## src/design/xfd_pkg.sv

```systemverilog
package xfd_pkg;

	localparam int DATA_W = 8;
	localparam int LEN_W  = 5;
	localparam int KIND_W = 2;

	localparam logic [DATA_W-1:0] MARKER_RST = 8'd10;

	typedef enum logic [KIND_W-1:0] {
		KIND_PAYLOAD  = 2'd0,
		KIND_EMPTY    = 2'd1,
		KIND_OVERFLOW = 2'd2
	} kind_t;

	typedef enum logic [2:0] {
		ST_IDLE,
		ST_DETECT,
		ST_CHECK,
		ST_EMIT,
		ST_RESULT
	} state_t;

	typedef struct packed {
		logic              shift;
		logic [DATA_W-1:0] data;
	} chain_ctl_t;

endpackage

```

## src/design/xfd_if.sv

```systemverilog
interface xfd_rx_if;
	import xfd_pkg::*;

	logic              valid;
	logic              ready;
	logic [DATA_W-1:0] rx_byte;
	logic              line_error;

	modport source(output valid, rx_byte, line_error, input ready);
	modport sink(input valid, rx_byte, line_error, output ready);
endinterface

interface xfd_res_if;
	import xfd_pkg::*;

	logic              valid;
	logic              ready;
	logic [KIND_W-1:0] kind;
	logic [DATA_W-1:0] data_byte;
	logic [LEN_W-1:0]  byte_index;
	logic [LEN_W-1:0]  frame_length;
	logic              last;

	modport source(output valid, kind, data_byte, byte_index, frame_length, last, input ready);
	modport sink(input valid, kind, data_byte, byte_index, frame_length, last, output ready);
endinterface

interface xfd_cfg_if;
	import xfd_pkg::*;

	logic              valid;
	logic              ready;
	logic [DATA_W-1:0] end_marker;

	modport source(output valid, end_marker, input ready);
	modport sink(input valid, end_marker, output ready);
endinterface

```

## src/design/xfd_cell.sv

```systemverilog
module xfd_cell (
	input  logic                       clk,
	input  logic                       en,
	input  logic [xfd_pkg::DATA_W-1:0] d,
	output logic [xfd_pkg::DATA_W-1:0] q
);
	import xfd_pkg::*;

	logic [DATA_W-1:0] byte_q;

	always_ff @(posedge clk) begin
		if (en) begin
			byte_q <= d;
		end
	end

	assign q = byte_q;
endmodule

```

## src/design/xfd_ctrl.sv

```systemverilog
module xfd_ctrl #(
	parameter int RING_DEPTH  = 64,
	parameter int MAX_PAYLOAD = 19
) (
	input  logic                       clk,
	input  logic                       arst_n,
	xfd_rx_if.sink                     rx,
	xfd_res_if.source                  res,
	input  logic [xfd_pkg::DATA_W-1:0] end_marker,
	input  logic [xfd_pkg::DATA_W-1:0] cells [MAX_PAYLOAD+3],
	output xfd_pkg::chain_ctl_t        chain
);
	import xfd_pkg::*;

	localparam int NCELL = MAX_PAYLOAD + 3;
	localparam int IDX_W = $clog2(NCELL);
	localparam int CNT_W = $clog2(RING_DEPTH + 1);
	localparam int CMP_W = ((CNT_W > DATA_W) ? CNT_W : DATA_W) + 1;

	state_t            state_q, state_nxt;
	logic [CNT_W-1:0]  count_q;
	logic [LEN_W-1:0]  len_q;
	logic [LEN_W-1:0]  i_q;
	logic [DATA_W-1:0] acc_q;
	kind_t             res_kind_q;

	logic              out_valid_q;
	kind_t             out_kind_q;
	logic [DATA_W-1:0] out_data_q;
	logic [LEN_W-1:0]  out_idx_q;
	logic [LEN_W-1:0]  out_len_q;
	logic              out_last_q;

	logic              take;
	logic              good;
	logic [CNT_W-1:0]  cnt_inc;
	logic              ovf;
	logic              is_mark;
	logic              len_ok;
	logic              sum_ok;
	logic              walk_done;
	logic              emit_last;
	logic              free;
	logic              load;
	logic [LEN_W:0]    rd_full;
	logic [IDX_W-1:0]  rd_idx;
	logic [DATA_W-1:0] rd_byte;

	assign take      = rx.valid && rx.ready;
	assign good      = take && !rx.line_error;
	assign cnt_inc   = count_q + CNT_W'(1);
	assign ovf       = cnt_inc >= CNT_W'(RING_DEPTH);
	assign is_mark   = (rx.rx_byte == end_marker) && (cnt_inc >= CNT_W'(3));
	assign len_ok    = (cells[2] <= DATA_W'(MAX_PAYLOAD))
	                && (CMP_W'(count_q) >= CMP_W'(cells[2]) + CMP_W'(3));
	assign walk_done = (i_q == len_q);
	assign sum_ok    = (acc_q == cells[1]);
	assign emit_last = ((i_q + LEN_W'(1)) == len_q);
	assign free      = !out_valid_q || res.ready;

	// oldest payload byte sits deepest in the chain
	assign rd_full = (LEN_W+1)'(len_q) + (LEN_W+1)'(2) - (LEN_W+1)'(i_q);
	assign rd_idx  = rd_full[IDX_W-1:0];
	assign rd_byte = cells[rd_idx];

	always_comb begin
		state_nxt = state_q;
		unique case (state_q)
			ST_IDLE: begin
				if (good && ovf) begin
					state_nxt = ST_RESULT;
				end else if (good && is_mark) begin
					state_nxt = ST_DETECT;
				end
			end
			ST_DETECT: begin
				state_nxt = len_ok ? ST_CHECK : ST_IDLE;
			end
			ST_CHECK: begin
				if (walk_done) begin
					if (!sum_ok) begin
						state_nxt = ST_IDLE;
					end else if (len_q == '0) begin
						state_nxt = ST_RESULT;
					end else begin
						state_nxt = ST_EMIT;
					end
				end
			end
			ST_EMIT: begin
				if (free && emit_last) begin
					state_nxt = ST_IDLE;
				end
			end
			ST_RESULT: begin
				if (free) begin
					state_nxt = ST_IDLE;
				end
			end
			default: state_nxt = ST_IDLE;
		endcase
	end

	always_comb begin
		rx.ready    = (state_q == ST_IDLE);
		load        = free && ((state_q == ST_EMIT) || (state_q == ST_RESULT));
		chain.shift = good;
		chain.data  = rx.rx_byte;
	end

	always_ff @(posedge clk or negedge arst_n) begin
		if (!arst_n) begin
			state_q <= ST_IDLE;
			count_q <= '0;
		end else begin
			state_q <= state_nxt;
			if (state_q == ST_IDLE && good) begin
				count_q <= ovf ? '0 : cnt_inc;
			end else if (state_q == ST_CHECK && walk_done && sum_ok) begin
				count_q <= '0;
			end
		end
	end

	always_ff @(posedge clk) begin
		unique case (state_q)
			ST_IDLE: begin
				res_kind_q <= KIND_OVERFLOW;
			end
			ST_DETECT: begin
				len_q <= LEN_W'(cells[2]);
				acc_q <= cells[2];
				i_q   <= '0;
			end
			ST_CHECK: begin
				if (!walk_done) begin
					acc_q <= acc_q ^ rd_byte;
					i_q   <= i_q + LEN_W'(1);
				end else begin
					i_q        <= '0;
					res_kind_q <= KIND_EMPTY;
				end
			end
			ST_EMIT: begin
				if (free) begin
					i_q <= i_q + LEN_W'(1);
				end
			end
			ST_RESULT: begin
			end
			default: begin
			end
		endcase
	end

	always_ff @(posedge clk or negedge arst_n) begin
		if (!arst_n) begin
			out_valid_q <= 1'b0;
		end else if (free) begin
			out_valid_q <= load;
		end
	end

	always_ff @(posedge clk) begin
		if (load) begin
			if (state_q == ST_EMIT) begin
				out_kind_q <= KIND_PAYLOAD;
				out_data_q <= rd_byte;
				out_idx_q  <= i_q;
				out_len_q  <= len_q;
				out_last_q <= emit_last;
			end else begin
				out_kind_q <= res_kind_q;
				out_data_q <= '0;
				out_idx_q  <= '0;
				out_len_q  <= '0;
				out_last_q <= 1'b1;
			end
		end
	end

	assign res.valid        = out_valid_q;
	assign res.kind         = out_kind_q;
	assign res.data_byte    = out_data_q;
	assign res.byte_index   = out_idx_q;
	assign res.frame_length = out_len_q;
	assign res.last         = out_last_q;
endmodule

```

## src/design/xor_frame_deframer.sv

```systemverilog
// Receiver for frames laid out as payload, length, XOR checksum, end marker. Good bytes shift
// into a row of MAX_PAYLOAD+3 byte cells, the deepest reach of any frame; a byte with
// line_error set is dropped. Bytes are taken only while the block is idle. When the stored byte
// equals end_marker, the block checks the length, then walks the checksum through one read port
// on the cell row, and then gives out the payload bytes while the result port takes them;
// rx.ready stays low until the frame is done. Each payload byte is one transfer on res, last
// marks the final one; an empty frame gives one kind 1 transfer. When the byte count reaches
// RING_DEPTH the count is cleared and one kind 2 transfer reports the overflow. end_marker resets
// to 10 and is to be written through cfg only while the block is idle; the block itself does
// not enforce this.
module xor_frame_deframer #(
	parameter int RING_DEPTH  = 64,
	parameter int MAX_PAYLOAD = 19
) (
	input  logic      clk,
	input  logic      arst_n,
	xfd_rx_if.sink    rx,
	xfd_res_if.source res,
	xfd_cfg_if.sink   cfg
);
	import xfd_pkg::*;

	localparam int NCELL = MAX_PAYLOAD + 3;

	logic [DATA_W-1:0] end_marker_q;
	logic [DATA_W-1:0] cell_q [NCELL];
	chain_ctl_t        chain;

	assign cfg.ready = 1'b1;

	always_ff @(posedge clk or negedge arst_n) begin
		if (!arst_n) begin
			end_marker_q <= MARKER_RST;
		end else if (cfg.valid) begin
			end_marker_q <= cfg.end_marker;
		end
	end

	for (genvar k = 0; k < NCELL; k++) begin : g_cell
		if (k == 0) begin : g_head
			xfd_cell u_cell (
				.clk (clk),
				.en  (chain.shift),
				.d   (chain.data),
				.q   (cell_q[k])
			);
		end else begin : g_body
			xfd_cell u_cell (
				.clk (clk),
				.en  (chain.shift),
				.d   (cell_q[k-1]),
				.q   (cell_q[k])
			);
		end
	end

	xfd_ctrl #(
		.RING_DEPTH  (RING_DEPTH),
		.MAX_PAYLOAD (MAX_PAYLOAD)
	) u_ctrl (
		.clk        (clk),
		.arst_n     (arst_n),
		.rx         (rx),
		.res        (res),
		.end_marker (end_marker_q),
		.cells      (cell_q),
		.chain      (chain)
	);
endmodule

```

## src/flat_wrapper.sv

```systemverilog
// flat-port wrapper written by rule: the top's interface ports become plain ports
module xor_frame_deframer_flat import xfd_pkg::*;
#(
	parameter int RING_DEPTH  = 64,
	parameter int MAX_PAYLOAD = 19
)
  (clk, arst_n, rx_valid, rx_rx_byte, rx_line_error, rx_ready, res_valid, res_kind, res_data_byte, res_byte_index, res_frame_length, res_last, res_ready, cfg_valid, cfg_end_marker, cfg_ready);
  xfd_rx_if rx_i ();
  xfd_res_if res_i ();
  xfd_cfg_if cfg_i ();
  input  logic clk;
  input  logic arst_n;
  input wire logic [$bits(rx_i.valid)-1:0] rx_valid;
  input wire logic [$bits(rx_i.rx_byte)-1:0] rx_rx_byte;
  input wire logic [$bits(rx_i.line_error)-1:0] rx_line_error;
  output wire logic [$bits(rx_i.ready)-1:0] rx_ready;
  output wire logic [$bits(res_i.valid)-1:0] res_valid;
  output wire logic [$bits(res_i.kind)-1:0] res_kind;
  output wire logic [$bits(res_i.data_byte)-1:0] res_data_byte;
  output wire logic [$bits(res_i.byte_index)-1:0] res_byte_index;
  output wire logic [$bits(res_i.frame_length)-1:0] res_frame_length;
  output wire logic [$bits(res_i.last)-1:0] res_last;
  input wire logic [$bits(res_i.ready)-1:0] res_ready;
  input wire logic [$bits(cfg_i.valid)-1:0] cfg_valid;
  input wire logic [$bits(cfg_i.end_marker)-1:0] cfg_end_marker;
  output wire logic [$bits(cfg_i.ready)-1:0] cfg_ready;
  assign rx_i.valid = rx_valid;
  assign rx_i.rx_byte = rx_rx_byte;
  assign rx_i.line_error = rx_line_error;
  assign rx_ready = rx_i.ready;
  assign res_valid = res_i.valid;
  assign res_kind = res_i.kind;
  assign res_data_byte = res_i.data_byte;
  assign res_byte_index = res_i.byte_index;
  assign res_frame_length = res_i.frame_length;
  assign res_last = res_i.last;
  assign res_i.ready = res_ready;
  assign cfg_i.valid = cfg_valid;
  assign cfg_i.end_marker = cfg_end_marker;
  assign cfg_ready = cfg_i.ready;
  xor_frame_deframer #(.RING_DEPTH(RING_DEPTH), .MAX_PAYLOAD(MAX_PAYLOAD)) u_core (.clk(clk), .arst_n(arst_n), .rx(rx_i), .res(res_i), .cfg(cfg_i));
endmodule
```

## config.mk

```make
export PLATFORM = sky130hd
export DESIGN_NAME = xor_frame_deframer_flat
export DESIGN_NICKNAME = d
export VERILOG_FILES = /design/src/design/xfd_pkg.sv /design/src/design/xfd_if.sv /design/src/design/xfd_cell.sv /design/src/design/xfd_ctrl.sv /design/src/design/xor_frame_deframer.sv /design/src/flat_wrapper.sv
export SDC_FILE = /design/constraint.sdc
export NUM_CORES = 1
export LEC_CHECK = 0
export BUFFER_PORTS_ARGS = -buffer_cell sky130_fd_sc_hd__buf_4
export CAP_MARGIN = 20
export CELL_PAD_IN_SITES_DETAIL_PLACEMENT = 1
export CELL_PAD_IN_SITES_GLOBAL_PLACEMENT = 1
export CORE_UTILIZATION = 47
export DETAILED_ROUTE_END_ITERATION = 10
export PLACE_DENSITY = 0.81
export RECOVER_POWER = 100
export SYNTH_ARGS = -nofsm -noshare
export SYNTH_HDL_FRONTEND = slang
export SYNTH_HIERARCHICAL = 1
export SYNTH_SLANG_ARGS = --single-unit
```

## constraint.sdc

```tcl
create_clock -name clk -period 3.35 [get_ports clk]
set_input_delay 0.335 -clock clk [delete_from_list [all_inputs] [get_ports clk]]
set_output_delay 0.335 -clock clk [all_outputs]
set_load 0.1 [all_outputs]
```

==> key figures, run 1 <==
Status
  – Outcome: finished, violations left
  – Violations in the final reports: negative setup slack

Routing
  – Number of design-rule violations left by the first detailed-router iteration: 553
  – Count of unresolved DRC violations after routing: 0
  – Vias per cell: 5.91
  – Number of antenna-violating nets in the routed design: 0
  – Number of vias after detailed routing: 6,161
  – Wire length per cell: 24.6 um
  – Routed Wire Length: 25,600 um
  – Drt pass-1 iters: 4

GRT
  – First-pass GRT wire length: 38,700 um
  – Via count of the first global-routing pass: 6,577
  – Grt ovf: 0
  – Pin count of the biggest net entering global routing: 78
  – Global-route total usage across every layer: 0.227
  – Number of antenna violations at the first check in global routing: 0

STA
  – Post-Route Skew: 0.0213 ns
  – Final setup violation count: 8
  – Fmax: 0.288 GHz
  – Max-slew violation total from the final report: 0
  – Relative slew slack: 0.169
  – Number of endpoints with negative hold slack in the final report: 0
  – RSZ-0062 raised after global routing: true
  – Shortest clock period the worst path allows after layout: 3.47 ns
  – Worst Slack Setup Final: -0.123 ns
  – Transition time at the pin with the least slew margin: 1.25 ns
  – Final worst path period share: 1.04

Pwr
  – Leakage Power: 4.29 nW
  – VDD IR-drop max: 0.000348 V
  – Power per cell area: 581 nW/um2

Floorplanning
  – Row Count: 54
  – Number of ports placed on the die boundary: 46
  – Die height: 152 um
  – Std-Cell Core Area: 21,900 um2
  – Starting utilization of the core area: 0.481
  – Die Width: 152 um
  – Area of the die: 23,000 um2

Place
  – DP Wirelength: 16,200 um
  – DP Worst Slack: -0.178 ns
  – Number of placed instances with taps included: 980
  – Last weighted congestion value of the routability-driven placer: 0.804
  – Count of buffers from port buffering: 44

Logic synthesis
  – Top cells by area, synth: sky130_fd_sc_hd__edfxtp_1 62%, sky130_fd_sc_hd__mux4_2 5.1%, sky130_fd_sc_hd__dfrtp_1 4.0%
  – Count of flip-flops with a built-in enable after synthesis: 217
  – #FFs+latches synth: 236
  – Main synth FF type: sky130_fd_sc_hd__edfxtp_1
  – Count of different cell masters after synthesis: 72
  – Synth Cell Area: 10,500 um2
  – Synthesized-area fraction occupied by xor and xnor cells: 0.0363
  – Proportion of synthesized chip area in sequential cells: 0.664
  – Basic-gate share of the synthesized area counting and, or, nand and nor cells: 0.0676
  – Cell type with the highest aggregate area in the netlist: sky130_fd_sc_hd__edfxtp_1
  – Async S/R FF share, synth: 0.0805
  – Post-synth net total: 708
  – Area fraction of the dominant cell type after synthesis: 0.618
  – Adder and majority cell fraction of the synthesized area: 0.0233
  – Compound-gate portion of the synthesized area: 0.0628
  – Share of cell area taken by muxes after synthesis: 0.112
  – Post-Synthesis Cells: 667
  – Largest family of logic cells by synthesized area: multiplexers
  – Synth warnings: 6
  – Mean instance size in the synthesized netlist: 15.8 um2

Finish
  – Post-layout nets: 787
  – Area Overhead vs Synth: 14.3%
  – Number of filler cells placed in the layout: 2,103
  – ANT cells: 0
  – Share of post-route cells with drive strength above 1: 0.210
  – Final Instance Count excl. Fillers: 1,042

Setup path
  – Cells on worst reg2reg path: 12
  – Setup CP Type: reg2reg
  – Ordered list of cells on the worst path: ha_4 > inv_4 > ha_4 > inv_4 > fa_2 > buf_4 > mux2_1 > mux4_2 > a22oi_2 > mux2i_1 > xnor2_1 > o21ai_1
  – Startpoint of the worst register-to-register path: u_core/u_ctrl/i_q[1]
  – Critical Path Sink Type: register
  – CP Buf/Inv Count: 3
  – CP Data Arrival Time: 3.73 ns
  – Worst Path Required: 3.61 ns
  – Critical path launch point type: register
  – Critical path's largest stage delay: 0.65 ns
  – Highest-delay cell along the critical path: sky130_fd_sc_hd__fa_2
  – Kind of cell adding the most delay to the critical path: adder cells
  – Maximum net fanout on the critical path: 7
  – Reg2reg end: u_core/u_ctrl/acc_q[5]
  – CP startpoint: u_core/u_ctrl/i_q[1]
  – Stages on the worst setup path: 12
  – Setup crit end: u_core/u_ctrl/acc_q[5]
  – FF-to-FF setup slack: -0.12 ns

Worst hold path
  – Tightest Hold Check Type: in2reg
  – Launch point of the worst hold path: cfg_end_marker[5]

Clocking
  – Clk buf depth: 3
  – Number of clock sinks: 236
  – Cts bufs inserted: 25
  – Clock slew seen by the registers of the worst setup and hold paths: 0.06 ns
  – CTS tree: yes
  – CTS Root Cell: sky130_fd_sc_hd__clkbuf_16
  – Later-pin clock latency in the skew report: 0.53 ns
  – CTS H-tree lvls: 1

Job
  – Number of maximum-capacitance violations: 0
[Yosys cell counts, drive strengths merged, types with 18 or more instances]
cell    instances
mux2           20
nand2          20
nand3          22
and2           19
mux4           24
mux2i          38
xnor2          27
buf            30
o21ai          31
nor2           30
ha             18
edfxtp        217
inv            19
[what timing repair did]
item,CTS,global route
pin swaps,4,9
endpoints found under the hold margin,23,0
resized for setup,12,22
endpoints found under the setup margin,14,14
setup buffers,10,4
hold buffers,5,0
[through the flow]
| stage | total power [mW] | utilization | TNS, ns | hold slack [ns] | area (um2) |
|---|---|---|---|---|---|
| after global routing | 7.21 | 0.550 | -1.43 | 0.0294 | 12000 |
| after CTS | 6.98 | 0.554 | -0.0714 | 0.00210 | 12100 |
| after detailed placement | 4.34 | 0.511 | -0.773 | 0.230 | 11200 |
| after global placement | 4.27 | 0.511 | 0 | 0.219 | 11200 |
| final | 7.00 | 0.550 | -0.585 | 0.0289 | 12000 |
| after floorplan | 4.08 | - | 0 | 0.0394 | 10500 |
[report_power, final]
part           total [mW]  switching (mW)  internal (mW)
registers            3.46           0.105           3.35
logic               0.934           0.528          0.406
clock network        2.60            1.13           1.48
[routing by layer]
metal	wire length, um	track usage
met1	10700	0.292
met2	12900	0.383
met3	969	0.0395
met4	1010	0.0847
met5	0	0
[registers in the layout, indices dropped and copies added (netlist names)]
register                        count
u_core/g_cell.g_body.u_cell/q     168
u_core/u_ctrl/res_kind_q            2
u_core/u_ctrl/res.data_byte         8
u_core/u_ctrl/len_q                 5
u_core/g_cell.g_head.u_cell/q       8
u_core/u_ctrl/count_q               7
u_core/u_ctrl/res.valid             1
u_core/end_marker_q                 8
u_core/u_ctrl/res.kind              2
u_core/u_ctrl/state_q               3
u_core/u_ctrl/acc_q                 8
u_core/u_ctrl/res.frame_length      5
u_core/u_ctrl/res.last              1
u_core/u_ctrl/res.byte_index        5
u_core/u_ctrl/i_q                   5
[area by class of cell]
class	count	area [um2]	area share
repair buffers	90	577	0.0479
flip-flops and latches	236	6990	0.581
multi-input cells	374	3280	0.272
well taps	280	350	0.0291
clock buffers	28	657	0.0546
clock inverters	15	100	0.00831
inverters	19	81.3	0.00675
[cells in the final DEF, fill, tap and decap left out, types with 7 or more instances in the layout]
master / Yosys / layout
sky130_fd_sc_hd__a21oi_1: 12 / 10
sky130_fd_sc_hd__and2_1: 16 / 11
sky130_fd_sc_hd__buf_4: 13 / 44
sky130_fd_sc_hd__clkbuf_1: 8 / 36
sky130_fd_sc_hd__clkbuf_16: 0 / 25
sky130_fd_sc_hd__clkinv_2: 0 / 7
sky130_fd_sc_hd__dfrtp_1: 17 / 17
sky130_fd_sc_hd__edfxtp_1: 217 / 217
sky130_fd_sc_hd__ha_1: 18 / 15
sky130_fd_sc_hd__inv_1: 18 / 15
sky130_fd_sc_hd__mux2_1: 3 / 8
sky130_fd_sc_hd__mux2i_1: 38 / 34
sky130_fd_sc_hd__mux4_2: 24 / 24
sky130_fd_sc_hd__nand2_1: 20 / 20
sky130_fd_sc_hd__nand2b_1: 9 / 9
sky130_fd_sc_hd__nand3_1: 22 / 22
sky130_fd_sc_hd__nor2_1: 30 / 29
sky130_fd_sc_hd__nor3_1: 8 / 8
sky130_fd_sc_hd__o211ai_1: 8 / 8
sky130_fd_sc_hd__o21ai_0: 17 / 16
sky130_fd_sc_hd__o21ai_1: 14 / 15
sky130_fd_sc_hd__xnor2_1: 26 / 26
sky130_fd_sc_hd__xor2_1: 9 / 9
[kinds of logic after synthesis]
group	after synthesis
buffers and inverters	57
xor gates and xnor gates	39
adders and majority gates	19
AOI/OAI and AO/OA	99
DFF	236
muxes	82
other	1
and+or+nand+nor	134
[worst min path at each step]
stage,end,slack (ns),cells after the start
finish,u_core/end_marker_q[5],0.03,2
global route,u_core/end_marker_q[2],0.03,2
CTS,u_core/g_cell[0].g_head.u_cell/q[3],0.002,1
detailed placement,u_core/u_ctrl/state_q[2],0.23,1
global placement,u_core/u_ctrl/count_q[6],0.22,1
floorplan,u_core/end_marker_q[0],0.04,0
Power figures use the tool's default switching activity.
==> run 2, diff against run 1 <==
--- a/config.mk
+++ b/config.mk
@@ -11,2 +11,3 @@
 export CELL_PAD_IN_SITES_GLOBAL_PLACEMENT = 1
+export CORE_MARGIN = 4
 export CORE_UTILIZATION = 47
==> constraint.sdc (replaced) <==
create_clock -name clk -period 3.35 [get_ports clk]
set_input_delay 0.67 -clock clk [delete_from_list [all_inputs] [get_ports clk]]
set_output_delay 0.67 -clock clk [all_outputs]
set_load 0.1 [all_outputs]
==> key figures, run 2 (synthesized netlist as in run 1, its figures left out) <==
Status
  – Outcome: finished, violations left (unchanged)
  – Violations in the final reports: negative setup slack (unchanged)

Finish
  – Commonest cells after routing, fill and taps aside: 217 x sky130_fd_sc_hd__edfxtp_1, 57 x sky130_fd_sc_hd__buf_4, 35 x sky130_fd_sc_hd__mux2i_1 (was 217 x sky130_fd_sc_hd__edfxtp_1, 44 x sky130_fd_sc_hd__buf_4, 36 x sky130_fd_sc_hd__clkbuf_1)
  – Register Area: 6990 um2 (unchanged)
  – Area Overhead vs Synth: 15.0% (was 14.3%)
  – Post-layout nets: 776 (was 787)
  – Number of flip-flops in the largest register: 168 (unchanged)
  – Footprint of the multi-input gates: 3260 um2 (was 3280 um2)
  – Share of post-route cells with drive strength above 1: 0.229 (was 0.210)
  – Final Instance Count excl. Fillers: 1,031 (was 1,042)
  – Most frequent standard cell in the layout excluding fill and tap cells: sky130_fd_sc_hd__edfxtp_1 (unchanged)
  – ANT cells: 0 (unchanged)
  – Layout Utilization: 0.552 (was 0.550)
  – Post-Layout Inst Area: 12,100 um2 (was 12,000 um2)
  – Number of filler cells placed in the layout: 2,064 (was 2,103)

Clocking
  – Hold Buf Count CTS: 0 (was 5)
  – CTS Root Cell: sky130_fd_sc_hd__clkbuf_16 (unchanged)
  – Clock slew seen by the registers of the worst setup and hold paths: 0.06 ns (about the same)
  – CTS H-tree lvls: 1 (unchanged)
  – CTS tree: yes (unchanged)
  – Number of clock sinks: 236 (unchanged)
  – Cts bufs inserted: 26 (was 25)
  – Clk buf depth: 3 (unchanged)
  – Later-pin clock latency in the skew report: 0.52 ns (was 0.53 ns)

STA
  – Fmax: 0.292 GHz (was 0.288 GHz)
  – RSZ-0062 raised after global routing: true (unchanged)
  – Post-Route Skew: 0.00807 ns (was 0.0213 ns)
  – Relative slew slack: 0.269 (was 0.169)
  – Max-slew violation total from the final report: 0 (unchanged)
  – Number of endpoints with negative hold slack in the final report: 0 (unchanged)
  – Setup TNS: -0.0804 ns (was -0.585 ns)
  – Final setup violation count: 1 (was 8)
  – Final worst path period share: 1.02 (was 1.04)
  – Transition time at the pin with the least slew margin: 1.10 ns (was 1.25 ns)
  – Worst Slack Setup Final: -0.0804 ns (was -0.123 ns)
  – Shortest clock period the worst path allows after layout: 3.43 ns (was 3.47 ns)

Floorplanning
  – Die height: 158 um (was 152 um)
  – Starting utilization of the core area: 0.480 (was 0.481)
  – Std-Cell Core Area: 22,000 um2 (was 21,900 um2)
  – Row Count: 54 (unchanged)
  – Number of ports placed on the die boundary: 46 (unchanged)
  – Die Width: 158 um (was 152 um)
  – Area of the die: 24,900 um2 (was 23,000 um2)

GRT
  – Number of antenna violations at the first check in global routing: 0 (unchanged)
  – First-pass GRT wire length: 38,900 um (was 38,700 um)
  – Pin count of the biggest net entering global routing: 52 (was 78)
  – Via count of the first global-routing pass: 6,704 (was 6,577)
  – Grt ovf: 0 (unchanged)
  – Global-route total usage across every layer: 0.202 (was 0.227)

Setup path
  – Startpoint of the worst register-to-register path: u_core/u_ctrl/len_q[1] (was u_core/u_ctrl/i_q[1])
  – Maximum net fanout on the critical path: 7 (unchanged)
  – Setup CP Type: reg2reg (unchanged)
  – FF-to-FF setup slack: -0.08 ns (was -0.12 ns)
  – CP Data Arrival Time: 3.69 ns (was 3.73 ns)
  – Highest-delay cell along the critical path: sky130_fd_sc_hd__fa_2 (unchanged)
  – Ordered list of cells on the worst path: inv_2 > ha_4 > inv_4 > ha_4 > inv_4 > fa_2 > buf_6 > buf_6 > mux2_4 > mux4_2 > a22oi_1 > mux2i_1 > xnor2_1 > o21ai_1 (was ha_4 > inv_4 > ha_4 > inv_4 > fa_2 > buf_4 > mux2_1 > mux4_2 > a22oi_2 > mux2i_1 > xnor2_1 > o21ai_1)
  – Critical Path Sink Type: register (unchanged)
  – Kind of cell adding the most delay to the critical path: adder cells (unchanged)
  – Critical path launch point type: register (unchanged)
  – CP Buf/Inv Count: 5 (was 3)
  – CP startpoint: u_core/u_ctrl/len_q[1] (was u_core/u_ctrl/i_q[1])
  – Worst Path Required: 3.60 ns (was 3.61 ns)
  – Critical path's largest stage delay: 0.58 ns (was 0.65 ns)

Place
  – Post-Place Cell Area: 11,200 um2 (about the same)
  – Number of placed instances with taps included: 980 (unchanged)
  – Count of buffers from port buffering: 44 (unchanged)
  – DP Wirelength: 16,300 um (was 16,200 um)
  – Last weighted congestion value of the routability-driven placer: 0.823 (was 0.804)
  – DP Worst Slack: -0.277 ns (was -0.178 ns)

Routing
  – Routed Wire Length: 24,800 um (was 25,600 um)
  – Number of antenna-violating nets in the routed design: 0 (unchanged)
  – Drt pass-1 iters: 5 (was 4)
  – Count of unresolved DRC violations after routing: 0 (unchanged)
  – Vias per cell: 5.90 (was 5.91)
  – Number of design-rule violations left by the first detailed-router iteration: 510 (was 553)
  – Number of vias after detailed routing: 6,086 (was 6,161)
  – Wire length per cell: 24.1 um (was 24.6 um)

Pwr
  – Leakage Power: 4.35 nW (was 4.29 nW)
  – VDD IR-drop max: 0.000319 V (was 0.000348 V)
  – Power per cell area: 581 nW/um2 (about the same)

Worst hold path
  – Tightest Hold Check Type: in2async (was in2reg)

Job
  – Number of maximum-capacitance violations: 0 (unchanged)
-- run 2: cell count changes in the layout (fill, tap and decap cells not counted), sizes merged --
cell         delta
buf            +19
clkbuf         -15
clkinv          -9
dlygate4sd3     -5
clkinvlp        -1
-- run 2: per-stage QoR --
| stage | power, mW | hold slack (ns) |
|---|---|---|
| floorplan | 4.08 | 0.374 |
| global placement | 4.26 | 0.426 |
| detailed placement | 4.33 | 0.432 |
| CTS | 7.08 | 0.0161 |
| global route | 7.34 | 0.361 |
| finish | 7.05 | 0.340 |
-- run 2: worst paths after layout --
kind,endpoint,cells past startpoint
worst max-delay path,u_core/u_ctrl/acc_q[5],14
worst min-delay path,u_core/u_ctrl/count_q[6],1
worst max register to register,u_core/u_ctrl/acc_q[5],14
worst min register to register,u_core/g_cell[16].g_body.u_cell/q[3],0
max in group asynchronous,u_core/end_marker_q[0],1
min in group clk,u_core/end_marker_q[4],2
-- run 2: repair_timing --
action,in CTS,in global routing
gates resized for setup,12,20
setup buffers,4,3
endpoints found under the setup margin,14,13
pin swaps,5,8
cloned,0,0
-- run 2: power by group --
group / internal, mW / switching (mW)
Clock: 1.61 / 1.09
Combinational: 0.400 / 0.498
Sequential: 3.35 / 0.103
-- run 2: cell type report --
cell class	count	area share
Clock buffer	39	0.0619
Multi-Input combinational cell	374	0.269
Sequential cell	236	0.577
Tap cell	280	0.0289
Clock inverter	5	0.00392
Inverter	19	0.00671
Timing Repair Buffer	78	0.0524
-- run 2: routing by layer --
metal	GRT usage	part of all wire	wire, um	up-vias
li1	-	-	-	2695
met1	0.261	0.41	10100	3182
met2	0.355	0.52	13000	163
met3	0.0317	0.046	1150	46
met4	0.0545	0.023	575	0
met5	0	0	0	-
